### config.mk
export PLATFORM = sky130hd
export DESIGN_NAME = trace_dc_offset_removal_top
export DESIGN_NICKNAME = d
export VERILOG_FILES = /design/src/rtl/tdcor_pkg.sv /design/src/rtl/tdcor_queue.sv /design/src/rtl/tdcor_front.sv /design/src/rtl/tdcor_back.sv /design/src/rtl/trace_dc_offset_removal_top.sv
export VERILOG_INCLUDE_DIRS = /design/src /design/src/rtl
export SDC_FILE = /design/constraint.sdc
export NUM_CORES = 2
export LEC_CHECK = 0
export BUFFER_PORTS_ARGS = -buffer_cell sky130_fd_sc_hd__buf_2
export CORE_ASPECT_RATIO = 1.5
export CORE_MARGIN = 4
export CORE_UTILIZATION = 57
export DETAILED_ROUTE_END_ITERATION = 12
export PLACE_DENSITY = 0.74
export SLEW_MARGIN = 20
export SYNTH_ARGS = -nofsm -noshare
export SYNTH_HDL_FRONTEND = slang
export SYNTH_SLANG_ARGS = --single-unit
### constraint.sdc
create_clock -name clock -period 5.6 [get_ports clock]
set_input_delay 0.84 -clock clock [delete_from_list [all_inputs] [get_ports clock]]
set_output_delay 0.84 -clock clock [all_outputs]
set_load 0.05 [all_outputs]
### src/rtl/assert_macros.svh
// assertion helpers shared by the dc offset removal rtl
// every user module has clock and reset ports under these names
`ifndef ASSERT_MACROS_SVH
`define ASSERT_MACROS_SVH

`define AST_ALWAYS(name, cond, msg) \
   name: assert property (@(posedge clock) disable iff (reset) (cond)) else $error(msg);

`define AST_IMPLIES(name, pre, post, msg) \
   name: assert property (@(posedge clock) disable iff (reset) (pre) |-> (post)) \
      else $error(msg);

`define AST_NEXT(name, pre, post, msg) \
   name: assert property (@(posedge clock) disable iff (reset) (pre) |=> (post)) \
      else $error(msg);

`endif

### src/rtl/tdcor_pkg.sv
// shared types and constants for the trace dc offset removal block
// no dependencies
package tdcor_pkg;

   localparam int SAMPLE_BITS_DEF  = 16;
   localparam int MAX_WINDOW_DEF   = 64;
   localparam int TRACE_BITS       = 16;
   localparam int WINLEN_BITS      = 7;
   localparam int CSR_INDEX_BITS   = 8;
   localparam int CSR_DATA_BITS    = 16;
   localparam int QUEUE_DEPTH_LOG2 = 2;

   localparam logic [TRACE_BITS-1:0]  TRACE_LEN_RESET = 16'd512;
   localparam logic [WINLEN_BITS-1:0] WIN_LEN_RESET   = 7'd16;

   typedef enum logic [CSR_INDEX_BITS-1:0] {
      CSR_TRACE_LENGTH  = 8'd0,
      CSR_WINDOW_LENGTH = 8'd1
   } csr_index_type;

   typedef enum logic {
      CMD_PASS  = 1'b0,
      CMD_FLUSH = 1'b1
   } cmd_kind_type;

   typedef struct packed {
      cmd_kind_type kind;
      logic         last_of_trace;
   } cmd_ctl_type;

   localparam int CMD_CTL_BITS = $bits(cmd_ctl_type);

   typedef enum logic [2:0] {
      B_IDLE = 3'd0,
      B_DIV  = 3'd1,
      B_SET  = 3'd2,
      B_RD   = 3'd3,
      B_EMIT = 3'd4
   } back_state_type;

endpackage

### src/rtl/tdcor_queue.sv
// small command queue between the front and back parts
// depends on tdcor_pkg and assert_macros.svh
`include "assert_macros.svh"

module tdcor_queue #(
   parameter int DATA_BITS  = 8,
   parameter int DEPTH_LOG2 = tdcor_pkg::QUEUE_DEPTH_LOG2
) (
   input  logic                 clock,
   input  logic                 reset,
   input  logic                 push,
   input  logic [DATA_BITS-1:0] push_data,
   output logic                 full,
   input  logic                 pop,
   output logic [DATA_BITS-1:0] pop_data,
   output logic                 valid
);
   import tdcor_pkg::*;

   localparam int DEPTH = 1 << DEPTH_LOG2;

   logic [DATA_BITS-1:0]  entries_ff [DEPTH];
   logic [DEPTH_LOG2-1:0] wr_ptr_ff, wr_ptr_in;
   logic [DEPTH_LOG2-1:0] rd_ptr_ff, rd_ptr_in;
   logic [DEPTH_LOG2:0]   count_ff, count_in;

   assign full     = (count_ff == (DEPTH_LOG2+1)'(DEPTH));
   assign valid    = (count_ff != '0);
   assign pop_data = entries_ff[rd_ptr_ff];

   always_comb begin
      wr_ptr_in = push ? wr_ptr_ff + 1'b1 : wr_ptr_ff;
      rd_ptr_in = pop ? rd_ptr_ff + 1'b1 : rd_ptr_ff;
      count_in  = count_ff;
      if (push && !pop) begin
         count_in = count_ff + 1'b1;
      end else if (pop && !push) begin
         count_in = count_ff - 1'b1;
      end
   end

   always_ff @(posedge clock) begin
      if (reset) begin
         wr_ptr_ff <= '0;
         rd_ptr_ff <= '0;
         count_ff  <= '0;
      end else begin
         wr_ptr_ff <= wr_ptr_in;
         rd_ptr_ff <= rd_ptr_in;
         count_ff  <= count_in;
      end
   end

   always_ff @(posedge clock) begin
      if (push) begin
         entries_ff[wr_ptr_ff] <= push_data;
      end
   end

   `AST_ALWAYS(a_count_bound, count_ff <= (DEPTH_LOG2+1)'(DEPTH), "queue count over depth")
   `AST_IMPLIES(a_no_pop_empty, pop, count_ff != '0, "queue popped while empty")

endmodule

### src/rtl/tdcor_front.sv
// front part: config registers, trace position, window sum and store writes
// depends on tdcor_pkg and assert_macros.svh
`include "assert_macros.svh"

module tdcor_front #(
   parameter int SAMPLE_BITS = tdcor_pkg::SAMPLE_BITS_DEF,
   parameter int MAX_WINDOW  = tdcor_pkg::MAX_WINDOW_DEF,
   parameter int TDATA_BITS  = ((SAMPLE_BITS + 7) / 8) * 8,
   parameter int CNT_BITS    = $clog2(MAX_WINDOW + 1),
   parameter int IDX_BITS    = (MAX_WINDOW > 1) ? $clog2(MAX_WINDOW) : 1,
   parameter int SUM_BITS    = SAMPLE_BITS + CNT_BITS
) (
   input  logic                                  clock,
   input  logic                                  reset,
   input  logic                                  req_tvalid,
   output logic                                  req_tready,
   input  logic [TDATA_BITS-1:0]                 req_tdata,
   input  logic                                  csr_valid,
   output logic                                  csr_ready,
   input  logic [tdcor_pkg::CSR_INDEX_BITS-1:0]  csr_index,
   input  logic [tdcor_pkg::CSR_DATA_BITS-1:0]   csr_data,
   output logic                                  q_push,
   output tdcor_pkg::cmd_ctl_type                q_ctl,
   output logic [CNT_BITS-1:0]                   q_win,
   output logic [SUM_BITS-1:0]                   q_data,
   input  logic                                  q_full,
   output logic                                  mem_we,
   output logic [IDX_BITS-1:0]                   mem_addr,
   output logic [SAMPLE_BITS-1:0]                mem_data,
   input  logic                                  flush_done
);
   import tdcor_pkg::*;

   logic [TRACE_BITS-1:0]      trace_len_ff, trace_len_in;
   logic [WINLEN_BITS-1:0]     win_len_ff, win_len_in;
   logic [TRACE_BITS-1:0]      pos_ff, pos_in;
   logic signed [SUM_BITS-1:0] sum_ff, sum_in;
   logic                       busy_ff, busy_in;

   logic [TRACE_BITS-1:0]      trace_eff;
   logic [TRACE_BITS-1:0]      win_raw;
   logic [CNT_BITS-1:0]        win_eff;
   logic [TRACE_BITS-1:0]      win_ext;
   logic signed [SAMPLE_BITS-1:0] sample;
   logic signed [SUM_BITS-1:0] sum_add;
   logic [TRACE_BITS-1:0]      pos_next;
   logic                       in_window;
   logic                       window_full;
   logic                       trace_end;
   logic                       accept;

   always_comb begin
      trace_eff = (trace_len_ff == '0) ? TRACE_BITS'(1) : trace_len_ff;
      win_raw   = (win_len_ff == '0) ? TRACE_BITS'(1) : TRACE_BITS'(win_len_ff);
      if (win_raw > TRACE_BITS'(MAX_WINDOW)) begin
         win_raw = TRACE_BITS'(MAX_WINDOW);
      end
      if (win_raw > trace_eff) begin
         win_raw = trace_eff;
      end
      win_eff = win_raw[CNT_BITS-1:0];
      win_ext = TRACE_BITS'(win_eff);
   end

   assign sample      = signed'(req_tdata[SAMPLE_BITS-1:0]);
   assign sum_add     = sum_ff + SUM_BITS'(sample);
   assign pos_next    = pos_ff + 1'b1;
   assign in_window   = (pos_ff < win_ext);
   assign window_full = (pos_next == win_ext);
   assign trace_end   = (pos_next >= trace_eff);

   assign csr_ready  = 1'b1;
   assign req_tready = !q_full && !(in_window && busy_ff) && !csr_valid;
   assign accept     = req_tvalid && req_tready;

   assign mem_we   = accept && in_window;
   assign mem_addr = pos_ff[IDX_BITS-1:0];
   assign mem_data = sample;

   always_comb begin
      q_push            = accept && (!in_window || window_full);
      q_ctl.kind        = in_window ? CMD_FLUSH : CMD_PASS;
      q_ctl.last_of_trace = trace_end;
      q_win             = win_eff;
      q_data            = in_window ? sum_add : SUM_BITS'(sample);
   end

   always_comb begin
      trace_len_in = trace_len_ff;
      win_len_in   = win_len_ff;
      pos_in       = pos_ff;
      sum_in       = sum_ff;
      busy_in      = busy_ff;
      if (flush_done) begin
         busy_in = 1'b0;
      end
      if (csr_valid) begin
         if (csr_index == CSR_TRACE_LENGTH) begin
            trace_len_in = csr_data[TRACE_BITS-1:0];
            pos_in       = '0;
            sum_in       = '0;
         end else if (csr_index == CSR_WINDOW_LENGTH) begin
            win_len_in = csr_data[WINLEN_BITS-1:0];
            pos_in     = '0;
            sum_in     = '0;
         end
      end else if (accept) begin
         pos_in = pos_next;
         if (in_window) begin
            sum_in = sum_add;
            if (window_full) begin
               busy_in = 1'b1;
            end
         end
         if (trace_end) begin
            pos_in = '0;
            sum_in = '0;
         end
      end
   end

   always_ff @(posedge clock) begin
      if (reset) begin
         trace_len_ff <= TRACE_LEN_RESET;
         win_len_ff   <= WIN_LEN_RESET;
         pos_ff       <= '0;
         sum_ff       <= '0;
         busy_ff      <= 1'b0;
      end else begin
         trace_len_ff <= trace_len_in;
         win_len_ff   <= win_len_in;
         pos_ff       <= pos_in;
         sum_ff       <= sum_in;
         busy_ff      <= busy_in;
      end
   end

   `AST_ALWAYS(a_no_store_while_busy, !(mem_we && busy_ff), "window store written during flush")

endmodule

### src/rtl/tdcor_back.sv
// back part: window store, mean divider, dc removal and output register
// depends on tdcor_pkg and assert_macros.svh
`include "assert_macros.svh"

module tdcor_back #(
   parameter int SAMPLE_BITS = tdcor_pkg::SAMPLE_BITS_DEF,
   parameter int MAX_WINDOW  = tdcor_pkg::MAX_WINDOW_DEF,
   parameter int TDATA_BITS  = ((SAMPLE_BITS + 7) / 8) * 8,
   parameter int CNT_BITS    = $clog2(MAX_WINDOW + 1),
   parameter int IDX_BITS    = (MAX_WINDOW > 1) ? $clog2(MAX_WINDOW) : 1,
   parameter int SUM_BITS    = SAMPLE_BITS + CNT_BITS
) (
   input  logic                   clock,
   input  logic                   reset,
   input  logic                   q_valid,
   output logic                   q_pop,
   input  tdcor_pkg::cmd_ctl_type q_ctl,
   input  logic [CNT_BITS-1:0]    q_win,
   input  logic [SUM_BITS-1:0]    q_data,
   input  logic                   mem_we,
   input  logic [IDX_BITS-1:0]    mem_addr,
   input  logic [SAMPLE_BITS-1:0] mem_data,
   output logic                   flush_done,
   output logic                   rsp_tvalid,
   input  logic                   rsp_tready,
   output logic [TDATA_BITS-1:0]  rsp_tdata,   // sample_out
   output logic                   rsp_tlast,   // last_of_trace
   output logic                   rsp_tuser    // last_of_run
);
   import tdcor_pkg::*;

   localparam int STEP_BITS = $clog2(SUM_BITS);

   function automatic logic [SAMPLE_BITS-1:0] remove_dc(
      input logic signed [SAMPLE_BITS-1:0] x,
      input logic signed [SAMPLE_BITS-1:0] fl,
      input logic                          frac
   );
      logic signed [SAMPLE_BITS+1:0] d;
      logic signed [SAMPLE_BITS+1:0] hi;
      logic signed [SAMPLE_BITS+1:0] lo;
      d  = (SAMPLE_BITS+2)'(x) - (SAMPLE_BITS+2)'(fl);
      hi = (SAMPLE_BITS+2)'({1'b0, {(SAMPLE_BITS-1){1'b1}}});
      lo = -hi - 1;
      if (frac && d > 0) begin
         d = d - 1;
      end
      if (d > hi) begin
         d = hi;
      end
      if (d < lo) begin
         d = lo;
      end
      return d[SAMPLE_BITS-1:0];
   endfunction

   logic [SAMPLE_BITS-1:0]        mem [MAX_WINDOW];
   logic [SAMPLE_BITS-1:0]        rd_data_ff;

   back_state_type                state_ff, state_in;
   logic                          neg_ff, neg_in;
   logic [SUM_BITS-1:0]           quo_ff, quo_in;
   logic [CNT_BITS-1:0]           rem_ff, rem_in;
   logic [STEP_BITS-1:0]          step_ff, step_in;
   logic [CNT_BITS-1:0]           win_ff, win_in;
   logic                          lot_ff, lot_in;
   logic [CNT_BITS-1:0]           k_ff, k_in;
   logic signed [SAMPLE_BITS-1:0] dc_floor_ff, dc_floor_in;
   logic                          dc_frac_ff, dc_frac_in;
   logic                          rsp_valid_ff, rsp_valid_in;
   logic [SAMPLE_BITS-1:0]        rsp_sample_ff, rsp_sample_in;
   logic                          rsp_lot_ff, rsp_lot_in;
   logic                          rsp_lor_ff, rsp_lor_in;

   logic                          out_free;
   logic                          out_load;
   logic                          emit_last;
   logic [CNT_BITS:0]             shifted;
   logic [CNT_BITS:0]             win_wide;
   logic                          ge;
   logic [SUM_BITS-1:0]           mag;
   logic                          rem_nz;
   logic [SUM_BITS-1:0]           floor_full;

   assign out_free  = !rsp_valid_ff || rsp_tready;
   assign emit_last = ((CNT_BITS+1)'(k_ff) + 1'b1) == (CNT_BITS+1)'(win_ff);
   assign shifted   = {rem_ff, quo_ff[SUM_BITS-1]};
   assign win_wide  = (CNT_BITS+1)'(win_ff);
   assign ge        = (shifted >= win_wide);
   assign mag       = q_data[SUM_BITS-1] ? (SUM_BITS'(0) - q_data) : q_data;
   assign rem_nz    = (rem_ff != '0);
   assign floor_full = neg_ff ? (SUM_BITS'(0) - quo_ff - SUM_BITS'(rem_nz)) : quo_ff;

   // next state
   always_comb begin
      state_in = state_ff;
      case (state_ff)
         B_IDLE: begin
            if (q_valid && q_ctl.kind == CMD_FLUSH) begin
               state_in = B_DIV;
            end
         end
         B_DIV: begin
            if (step_ff == '0) begin
               state_in = B_SET;
            end
         end
         B_SET: state_in = B_RD;
         B_RD:  state_in = B_EMIT;
         B_EMIT: begin
            if (out_free) begin
               state_in = emit_last ? B_IDLE : B_RD;
            end
         end
         default: state_in = B_IDLE;
      endcase
   end

   // outputs and datapath
   always_comb begin
      q_pop         = 1'b0;
      out_load      = 1'b0;
      flush_done    = 1'b0;
      rsp_sample_in = remove_dc(signed'(rd_data_ff), dc_floor_ff, dc_frac_ff);
      rsp_lot_in    = emit_last && lot_ff;
      rsp_lor_in    = emit_last;
      neg_in        = neg_ff;
      quo_in        = quo_ff;
      rem_in        = rem_ff;
      step_in       = step_ff;
      win_in        = win_ff;
      lot_in        = lot_ff;
      k_in          = k_ff;
      dc_floor_in   = dc_floor_ff;
      dc_frac_in    = dc_frac_ff;
      case (state_ff)
         B_IDLE: begin
            if (q_valid) begin
               if (q_ctl.kind == CMD_FLUSH) begin
                  q_pop   = 1'b1;
                  neg_in  = q_data[SUM_BITS-1];
                  quo_in  = mag;
                  rem_in  = '0;
                  step_in = STEP_BITS'(SUM_BITS - 1);
                  win_in  = q_win;
                  lot_in  = q_ctl.last_of_trace;
               end else if (out_free) begin
                  q_pop         = 1'b1;
                  out_load      = 1'b1;
                  rsp_sample_in = remove_dc(signed'(q_data[SAMPLE_BITS-1:0]),
                                            dc_floor_ff, dc_frac_ff);
                  rsp_lot_in    = q_ctl.last_of_trace;
                  rsp_lor_in    = 1'b1;
               end
            end
         end
         B_DIV: begin
            rem_in  = CNT_BITS'(ge ? (shifted - win_wide) : shifted);
            quo_in  = {quo_ff[SUM_BITS-2:0], ge};
            step_in = step_ff - 1'b1;
         end
         B_SET: begin
            dc_floor_in = signed'(floor_full[SAMPLE_BITS-1:0]);
            dc_frac_in  = rem_nz;
            k_in        = '0;
         end
         B_RD: begin
         end
         B_EMIT: begin
            if (out_free) begin
               out_load   = 1'b1;
               flush_done = emit_last;
               k_in       = k_ff + 1'b1;
            end
         end
         default: begin
         end
      endcase
      rsp_valid_in = out_load ? 1'b1 : (rsp_tready ? 1'b0 : rsp_valid_ff);
   end

   always_ff @(posedge clock) begin
      if (reset) begin
         state_ff     <= B_IDLE;
         rsp_valid_ff <= 1'b0;
         dc_floor_ff  <= '0;
         dc_frac_ff   <= 1'b0;
      end else begin
         state_ff     <= state_in;
         rsp_valid_ff <= rsp_valid_in;
         dc_floor_ff  <= dc_floor_in;
         dc_frac_ff   <= dc_frac_in;
      end
   end

   always_ff @(posedge clock) begin
      neg_ff  <= neg_in;
      quo_ff  <= quo_in;
      rem_ff  <= rem_in;
      step_ff <= step_in;
      win_ff  <= win_in;
      lot_ff  <= lot_in;
      k_ff    <= k_in;
      if (out_load) begin
         rsp_sample_ff <= rsp_sample_in;
         rsp_lot_ff    <= rsp_lot_in;
         rsp_lor_ff    <= rsp_lor_in;
      end
   end

   always_ff @(posedge clock) begin
      if (mem_we) begin
         mem[mem_addr] <= mem_data;
      end
      rd_data_ff <= mem[k_ff[IDX_BITS-1:0]];
   end

   assign rsp_tvalid = rsp_valid_ff;
   assign rsp_tdata  = TDATA_BITS'(rsp_sample_ff);
   assign rsp_tlast  = rsp_lot_ff;
   assign rsp_tuser  = rsp_lor_ff;

   `AST_IMPLIES(a_k_in_window, state_ff == B_RD || state_ff == B_EMIT, k_ff < win_ff, "window read index past window")
   `AST_IMPLIES(a_load_needs_room, out_load, !rsp_valid_ff || rsp_tready, "output register overwritten")

endmodule

### src/rtl/trace_dc_offset_removal_top.sv
// top level of the trace dc offset removal block
// depends on tdcor_pkg, tdcor_front, tdcor_queue and tdcor_back
//
// channel  direction  ports                                   beat carries
// req      in         req_tvalid req_tready req_tdata         sample_in
// rsp      out        rsp_tvalid rsp_tready rsp_tdata/tlast/tuser  sample_out, trace end, run end
// csr      in         csr_valid csr_ready csr_index csr_data  register write
//
// a beat past the window goes through the queue into the output register, one per cycle
// while the back part is idle and the output is free; a full window goes through the
// one-bit-a-step divider, then each buffered sample through the store read and output register
// the next trace's window beats wait until that flush finishes; passes queue behind it
// synchronous reset clears control state only; the window store is never cleared
// the output register takes a new beat while the previous one is being taken

module trace_dc_offset_removal_top #(
   parameter int SAMPLE_BITS = tdcor_pkg::SAMPLE_BITS_DEF,
   parameter int MAX_WINDOW  = tdcor_pkg::MAX_WINDOW_DEF
) (
   input  logic                                 clock,
   input  logic                                 reset,
   input  logic                                 req_tvalid,
   output logic                                 req_tready,
   input  logic [((SAMPLE_BITS+7)/8)*8-1:0]     req_tdata,   // sample_in
   output logic                                 rsp_tvalid,
   input  logic                                 rsp_tready,
   output logic [((SAMPLE_BITS+7)/8)*8-1:0]     rsp_tdata,   // sample_out
   output logic                                 rsp_tlast,   // last_of_trace
   output logic                                 rsp_tuser,   // last_of_run
   input  logic                                 csr_valid,
   output logic                                 csr_ready,
   input  logic [tdcor_pkg::CSR_INDEX_BITS-1:0] csr_index,
   input  logic [tdcor_pkg::CSR_DATA_BITS-1:0]  csr_data
);
   import tdcor_pkg::*;

   localparam int TDATA_BITS = ((SAMPLE_BITS + 7) / 8) * 8;
   localparam int CNT_BITS   = $clog2(MAX_WINDOW + 1);
   localparam int IDX_BITS   = (MAX_WINDOW > 1) ? $clog2(MAX_WINDOW) : 1;
   localparam int SUM_BITS   = SAMPLE_BITS + CNT_BITS;
   localparam int Q_BITS     = CMD_CTL_BITS + CNT_BITS + SUM_BITS;

   logic                   push;
   cmd_ctl_type            push_ctl;
   logic [CNT_BITS-1:0]    push_win;
   logic [SUM_BITS-1:0]    push_data;
   logic                   q_full;
   logic                   q_valid;
   logic                   q_pop;
   logic [Q_BITS-1:0]      q_in;
   logic [Q_BITS-1:0]      q_out;
   cmd_ctl_type            pop_ctl;
   logic [CNT_BITS-1:0]    pop_win;
   logic [SUM_BITS-1:0]    pop_data;
   logic                   mem_we;
   logic [IDX_BITS-1:0]    mem_addr;
   logic [SAMPLE_BITS-1:0] mem_data;
   logic                   flush_done;

   assign q_in     = {push_ctl, push_win, push_data};
   assign pop_ctl  = cmd_ctl_type'(q_out[Q_BITS-1 -: CMD_CTL_BITS]);
   assign pop_win  = q_out[SUM_BITS +: CNT_BITS];
   assign pop_data = q_out[SUM_BITS-1:0];

   tdcor_front #(
      .SAMPLE_BITS (SAMPLE_BITS),
      .MAX_WINDOW  (MAX_WINDOW),
      .TDATA_BITS  (TDATA_BITS),
      .CNT_BITS    (CNT_BITS),
      .IDX_BITS    (IDX_BITS),
      .SUM_BITS    (SUM_BITS)
   ) u_front (
      .clock      (clock),
      .reset      (reset),
      .req_tvalid (req_tvalid),
      .req_tready (req_tready),
      .req_tdata  (req_tdata),
      .csr_valid  (csr_valid),
      .csr_ready  (csr_ready),
      .csr_index  (csr_index),
      .csr_data   (csr_data),
      .q_push     (push),
      .q_ctl      (push_ctl),
      .q_win      (push_win),
      .q_data     (push_data),
      .q_full     (q_full),
      .mem_we     (mem_we),
      .mem_addr   (mem_addr),
      .mem_data   (mem_data),
      .flush_done (flush_done)
   );

   tdcor_queue #(
      .DATA_BITS  (Q_BITS),
      .DEPTH_LOG2 (QUEUE_DEPTH_LOG2)
   ) u_queue (
      .clock     (clock),
      .reset     (reset),
      .push      (push),
      .push_data (q_in),
      .full      (q_full),
      .pop       (q_pop),
      .pop_data  (q_out),
      .valid     (q_valid)
   );

   tdcor_back #(
      .SAMPLE_BITS (SAMPLE_BITS),
      .MAX_WINDOW  (MAX_WINDOW),
      .TDATA_BITS  (TDATA_BITS),
      .CNT_BITS    (CNT_BITS),
      .IDX_BITS    (IDX_BITS),
      .SUM_BITS    (SUM_BITS)
   ) u_back (
      .clock      (clock),
      .reset      (reset),
      .q_valid    (q_valid),
      .q_pop      (q_pop),
      .q_ctl      (pop_ctl),
      .q_win      (pop_win),
      .q_data     (pop_data),
      .mem_we     (mem_we),
      .mem_addr   (mem_addr),
      .mem_data   (mem_data),
      .flush_done (flush_done),
      .rsp_tvalid (rsp_tvalid),
      .rsp_tready (rsp_tready),
      .rsp_tdata  (rsp_tdata),
      .rsp_tlast  (rsp_tlast),
      .rsp_tuser  (rsp_tuser)
   );

endmodule

# Yosys cells after proc, flatten, opt, wreduce, memory -nomap -nowiden
# Memories as Yosys holds them, arrays and structs flattened. A register that Yosys moved wholly into a read port is not among the register bits.
# Cells that the tools add are included.
# totals
ff_bits	160
mem_bits_rw	1152
output_inout_bits	21
word_cells	195
memories	2
# classes
n_addsub	17
order_cmp	11
n_eq_ne	14
muxes	86
n_bitwise	1
n_reduce_logical	42
# memory_table
memory	depth	word_bits	rd	rd_ports_with_merged_regs	wr	line	rtl
u_back.mem	64	16	1	1	1	tdcor_back.sv:57	logic [SAMPLE_BITS-1:0] mem [MAX_WINDOW];
u_queue.entries_ff	4	32	1	1	1	tdcor_queue.sv:22	logic [DATA_BITS-1:0] entries_ff [DEPTH];
# ops
op	count
23-bit two-way mux	10
18-bit two-way mux	12
16-bit two-way mux	13
7-bit two-way mux	7
23-bit case mux with 2 select lines	1
18-bit by 16-bit > comparator with 1-bit output, second input constant	2
18-bit by 16-bit < comparator with 1-bit output, second input constant	2
17-bit by 2-bit subtractor with 18-bit output, second input constant	2
17-bit by 1-bit > comparator with 1-bit output, second input constant	2
16-bit by 16-bit subtractor with 17-bit output	2
1-bit two-way mux	28
7-bit case mux with 2 select lines	2
23-bit by 16-bit adder with 23-bit output	1
1-bit by 23-bit subtractor with 23-bit output, first input constant	1
16-bit by 1-bit adder with 16-bit output, second input constant	1
16-bit by 7-bit equality test with 1-bit output	1
16-bit >= comparator	1
16-bit by 7-bit > comparator with 1-bit output, second input constant	1
7-bit by 16-bit > comparator with 1-bit output	1
16-bit logical NOT	1
16-bit by 7-bit < comparator with 1-bit output	1
1-bit by 16-bit subtractor with 16-bit output, first input constant	1
16-bit by 1-bit subtractor with 16-bit output	1
3-bit two-way mux	5
34 further kinds	72

# Logic depth before layout (Yosys ltp)
# logic_depth
ltp_word	20
mapped_depth	28

# Hierarchy
# A second synthesis with hierarchy kept.
# hier_totals
hier_cells	3372
area_unflattened_um2	57979.4
# modules_own_cells
module	instances	cells_per_inst	area_each_um2	seq_area_each_um2
tdcor_back	1	2519	47664.5	33562.2
tdcor_front	1	642	5226.3	1261.2
tdcor_queue	1	211	5088.6	4023.9

# Worst setup path after synthesis
# No wires, ideal clock.
# synth_timing
path_type	reg-to-reg
start	register u_front.trace_len_ff[9]
end	memory u_back.mem[35][0] in the netlist's numbering, enable pin
setup_time_ns	0.388
arrival_ns	5.380
path_slack_ns	-0.168
stages_incl_launch_ff	24
n_path_buf	2
synth_period_minus_slack_ns	5.768
cell_sequence	dfxtp_1 -> nor4_1 -> nand4_1 -> o41ai_1 -> ha_1 -> nor2b_1 -> o21a_1 -> o21ai_0 -> a21oi_1 -> o31a_1 -> clkbuf_1 -> mux2i_1 -> ha_1 -> nor2b_1 -> o21a_1 -> o21a_1 -> o21a_1 -> o21a_1 -> o21ai_0 -> nand2_1 -> clkbuf_1 -> nor3_1 -> nand4b_1 -> nor2_1
# synth_between
elab_chain_len	13
# synth_rtl
element	line	rtl
start: declaration	tdcor_front.sv:34	logic [TRACE_BITS-1:0] trace_len_ff, trace_len_in;
start signal: assignment	tdcor_front.sv:130	trace_len_ff <= trace_len_in;
16-bit logical NOT	tdcor_front.sv:53	trace_eff = (trace_len_ff == '0) ? TRACE_BITS'(1) : trace_len_ff;
16-bit two-way mux *	tdcor_front.sv:53	
7-bit by 16-bit > comparator with 1-bit output	tdcor_front.sv:58	if (win_raw > trace_eff) begin
7-bit two-way mux *	tdcor_front.sv:58	
16-bit by 7-bit < comparator with 1-bit output *	tdcor_front.sv:68	assign in_window = (pos_ff < win_ext);
1-bit logical AND	tdcor_front.sv:73	assign req_tready = !q_full && !(in_window && busy_ff) && !csr_valid;
1-bit logical NOT	tdcor_front.sv:73	
1-bit logical AND (2 in series)	tdcor_front.sv:73	
1-bit logical AND	tdcor_front.sv:74	assign accept = req_tvalid && req_tready;
1-bit logical AND *	tdcor_front.sv:76	assign mem_we = accept && in_window;
1-bit two-way mux *	tdcor_back.sv:212	if (mem_we) begin
1-bit two-way mux (not written as such) *	tdcor_back.sv:213	mem[mem_addr] <= mem_data;
end: declaration	tdcor_back.sv:57	
# Every way passes the cells marked *; elsewhere a longest branch is shown, timed or not.

# Worst setup path in the final report
# layout_timing
start	register u_front.trace_len_ff[12]
end	output req_tready
# layout_between
elab_chain_len	9
# layout_rtl
element	line	rtl
16-bit logical NOT	tdcor_front.sv:53	
16-bit two-way mux *	tdcor_front.sv:53	
7-bit by 16-bit > comparator with 1-bit output	tdcor_front.sv:58	
7-bit two-way mux *	tdcor_front.sv:58	
16-bit by 7-bit < comparator with 1-bit output *	tdcor_front.sv:68	
named net u_front.in_window	tdcor_front.sv:47	logic in_window;
1-bit logical AND *	tdcor_front.sv:73	
1-bit logical NOT *	tdcor_front.sv:73	
1-bit logical AND * (2 in series)	tdcor_front.sv:73	
end: declaration	trace_dc_offset_removal_top.sv:23	output logic req_tready,
# The timed path passes the listed nets; every way through them passes the cells marked *.

==> flow_summary.json <==
{
  "numClockSinks": 1330,
  "tns_ps": -52.14,
  "p_seq_share_pct": 44.7,
  "async_flop_share_pct": 0,
  "synth_top_area_share_pct": 64.10,
  "worstPathMaxFanout": 4,
  "startpoint_type": "flip-flop",
  "syn_nets": 3524,
  "power_density_mw_per_mm2": 401.8,
  "arrival_ps": 4810,
  "hold_viol_final": 0,
  "postSynthAreaPerCell_um2": 17.06,
  "htree_levels": 3,
  "p_leak_uw": 0.02147,
  "clock.fmax_mhz": 176.9,
  "clkTransAtPathRegs_ps": 70,
  "critical_path.slowest_cell": "dfxtp_2",
  "routabilityCongestion": 1.007,
  "drv_slew": 0,
  "p_comb_share_pct": 24.8,
  "netlist_area_mm2": 0.05720,
  "slew_headroom_pct": 19.72,
  "ant_nets": 0,
  "design.core.area_mm2": 0.09985,
  "grt_first_pass_wirelength_um": 222700,
  "utilization_pct": 64.92,
  "grt_max_degree": 81,
  "status": "finished with violations",
  "drt_iter0_drc": 3792,
  "die_w_um": 266.7,
  "fin_hold_ws_ps": 324.3,
  "postCtsHoldBufs": 0,
  "layout_worst_path_cycle_share_pct": 100.9,
  "ys_types": 82,
  "cts_tree": "built",
  "antenna_found_initial": 4,
  "setup_ws_ps": -52.14,
  "fin_skew_ps": 36.38,
  "clockBufferDepth": 3,
  "ys_warn_count": 0,
  "violations": "setup timing",
  "ios": 66,
  "rsz0062_at_grt": "true",
  "firstDrtPassIters": 5,
  "initial_core_util_pct": 57.29,
  "ctsRootBufferMaster": "clkbuf_16",
  "wl_um": 151700,
  "stdcell_area_mm2": 0.06483,
  "port_buffers": 64,
  "grt_pass1_vias": 33070,
  "p_sw_uw": 7859,
  "worstMarginPinSlew_ps": 1192,
  "numCtsBuffers": 113,
  "synth-edff-count": 1221,
  "synth_top_area_cell": "edfxtp_1",
  "dpl-instance-area_mm2": 0.06068,
  "ys_seq_elements": 1330,
  "die_y_um": 396.0,
  "crit_type": "flip-flop to output port",
  "min_period_ps": 5652,
  "vias": 32640,
  "cp_slowest_stage_delay_ps": 330,
  "wl_per_cell_um": 30.49,
  "report.final.setup_viol": 1,
  "path_cells": "nor4_2 > nand4_1 > buf_4 > buf_4 > buf_4 > buf_4 > buf_4 > buf_4 > buf_4 > nor2_1 > o31a_1 > mux2i_1 > ha_1 > nor2b_4 > o21a_1 > o21a_1 > o21a_1 > o21a_1 > o21ai_1 > buf_4 > nand2_4 > inv_4 > a21boi_2 > buf_6",
  "end_kind": "output port",
  "drc_errors": 0,
  "synth_cells": 3353,
  "grt_overflow": 0,
  "drive_gt1_share_pct": 24.39,
  "critPathRequiredTime_ps": 4760,
  "p_int_uw": 18190,
  "layout.nets": 3753,
  "synth-seq-area-share_pct": 67.91,
  "dieArea_mm2": 0.1056,
  "fin_total_pwr_uw": 26050,
  "grt_usage_pct": 28.96,
  "switching_share_pct": 30.17,
  "cap_violations": 0,
  "fp-row-count": 142,
  "clkPwrFrac_pct": 30.4,
  "routed_via_density": 6.560,
  "cpMostUsedCell": "buf_4",
  "vdd_drop_max_mv": 0.2474,
  "synth_area_leaders": "edfxtp_1 64%, mux4_2 14%, dfxtp_1 3.8%",
  "min_path_type": "input pin to flip-flop",
  "synth-main-ff-cell": "edfxtp_1",
  "hpwlAfterDp_um": 103000,
  "area_delta_synth_final_pct": 13.33,
  "insertion_delay_ps": 720
}
## power by group through the flow
| stage | registers [uW] | clock network, uW | logic, uW |
|---|---|---|---|
| floorplan | 12000 | 0 | 4180 |
| global placement | 11800 | 0 | 6170 |
| global route | 11700 | 8470 | 6910 |
| detailed placement | 11900 | 0 | 6360 |
| CTS | 11600 | 8040 | 6400 |
| finish | 11600 | 7930 | 6470 |
## path summary, 6_finish.rpt
check	start	cells after the start	slack [ps]	to
setup reg to reg	u_front.trace_len_ff[12]	29	160	u_back.mem[53][13]
hold / removal	csr_data[9]	2	320	u_front.trace_len_ff[9]
hold reg to reg	u_front.trace_len_ff[0]	2	460	u_front.trace_len_ff[0]
setup / recovery	u_front.trace_len_ff[12]	24	-50	req_tready
## cell usage after synthesis (7+ instances only)
master    instances
xor2_1           59
xnor2_1          64
a22o_1            7
o31ai_1           8
nand2_1         172
o21a_1           21
nand3b_1          7
clkbuf_1        117
a211o_1          12
edfxtp_1       1221
nor3_1           56
o211ai_1         11
a211oi_1         32
o31a_1            7
o21bai_1         12
mux4_2          367
or3_1            24
inv_1           103
nor2b_1          22
mux2i_1          28
buf_1            31
a21o_1           22
or2_2            14
a22oi_1          16
nand4_1          13
and3_1           20
nor2_1          210
nand2b_1         19
ha_1            121
or4_1            10
a31oi_1          19
nor4_1           14
nor3b_1           9
nand3_1          39
dfxtp_1         109
and2_1           16
a21oi_1          94
o21ai_1          22
o21ai_0         118
## registers in the layout, summed over array words and instances (netlist names), 2 cells and up, named ones only
name,cells
u_back.mem,1024
u_queue.entries_ff,128
u_back.quo_ff,23
u_front.sum_ff,23
u_back.dc_floor_ff,16
u_back.rd_data_ff,16
u_back.rsp_tdata,16
u_front.pos_ff,16
u_front.trace_len_ff,16
u_back.k_ff,7
u_back.rem_ff,7
u_back.win_ff,7
u_front.win_len_ff,7
u_back.step_ff,5
u_back.state_ff,3
u_queue.count_ff,3
u_queue.rd_ptr_ff,2
u_queue.wr_ptr_ff,2
## layer usage
metal	track usage (%)	part of all wire [%]	wire [um]
met1	35.68	35	52480
met2	48.40	51	76650
met3	4.581	7.9	11920
met4	17.83	7.0	10640
met5	0	0.0073	11
## worst max-delay path: cells and delay by family (launching register included)
family,cells,cell delay [ps]
compound gates,7,1110
fa+ha+maj,1,270
buf+inv,10,1330
flops,1,330
mux,1,270
simple gates,5,770
## per-stage QoR
step,instances,setup WS [ps]
after detailed placement,4745,-57.90
final,4976,-52.14
after floorplan,3353,-168.4
after global placement,4745,111.1
after global routing,4974,-201.7
after CTS,4969,-78.76
## cells by family after synthesis
family / count (synthesis) / synth area share, %
compound gates: 453 / 5.118
xor+xnor: 123 / 1.883
fa+ha+maj: 126 / 2.822
buf+inv: 259 / 1.745
flops: 1330 / 67.91
mux: 397 / 14.98
other cells: 1 / 0.006556
simple gates: 664 / 5.536
## cell usage in the layout (no fill, tap or decap), drive strengths merged, types with 8 or more instances in the layout
cell type / instances
or2: 15
mux4: 367
o31ai: 8
a22oi: 16
nand2b: 19
bufinv: 11
clkbuf: 135
clkinv: 46
a211o: 13
buf: 268
or4: 11
nor2b: 22
nand2: 172
and3: 21
o211ai: 11
mux2i: 28
a31oi: 20
nor2: 210
edfxtp: 1221
nand4: 13
nor3b: 9
xor2: 59
o21a: 21
o21ai: 140
o21bai: 12
a21oi: 94
a211oi: 34
ha: 121
nor4: 14
nand3: 39
xnor2: 64
and2: 16
inv: 117
or3: 27
dfxtp: 109
a21o: 22
nor3: 56
## layout make-up
class,instances,area [um2]
flip-flops and latches,1330,38850
repair buffers,269,2648
clock buffers,134,3000
multi-input cells,1764,17570
fillers,6626,35020
inverters,104,392.9
diodes,2,5.005
clock inverters,77,740.7
well taps,1296,1622
## what timing repair did
item,CTS,global route
buffers inserted,13,4
gates cloned,0,1
pin swaps,11,5
endpoints found under the setup margin,258,929
resized for setup,16,58
Power figures use the tool's default switching activity.
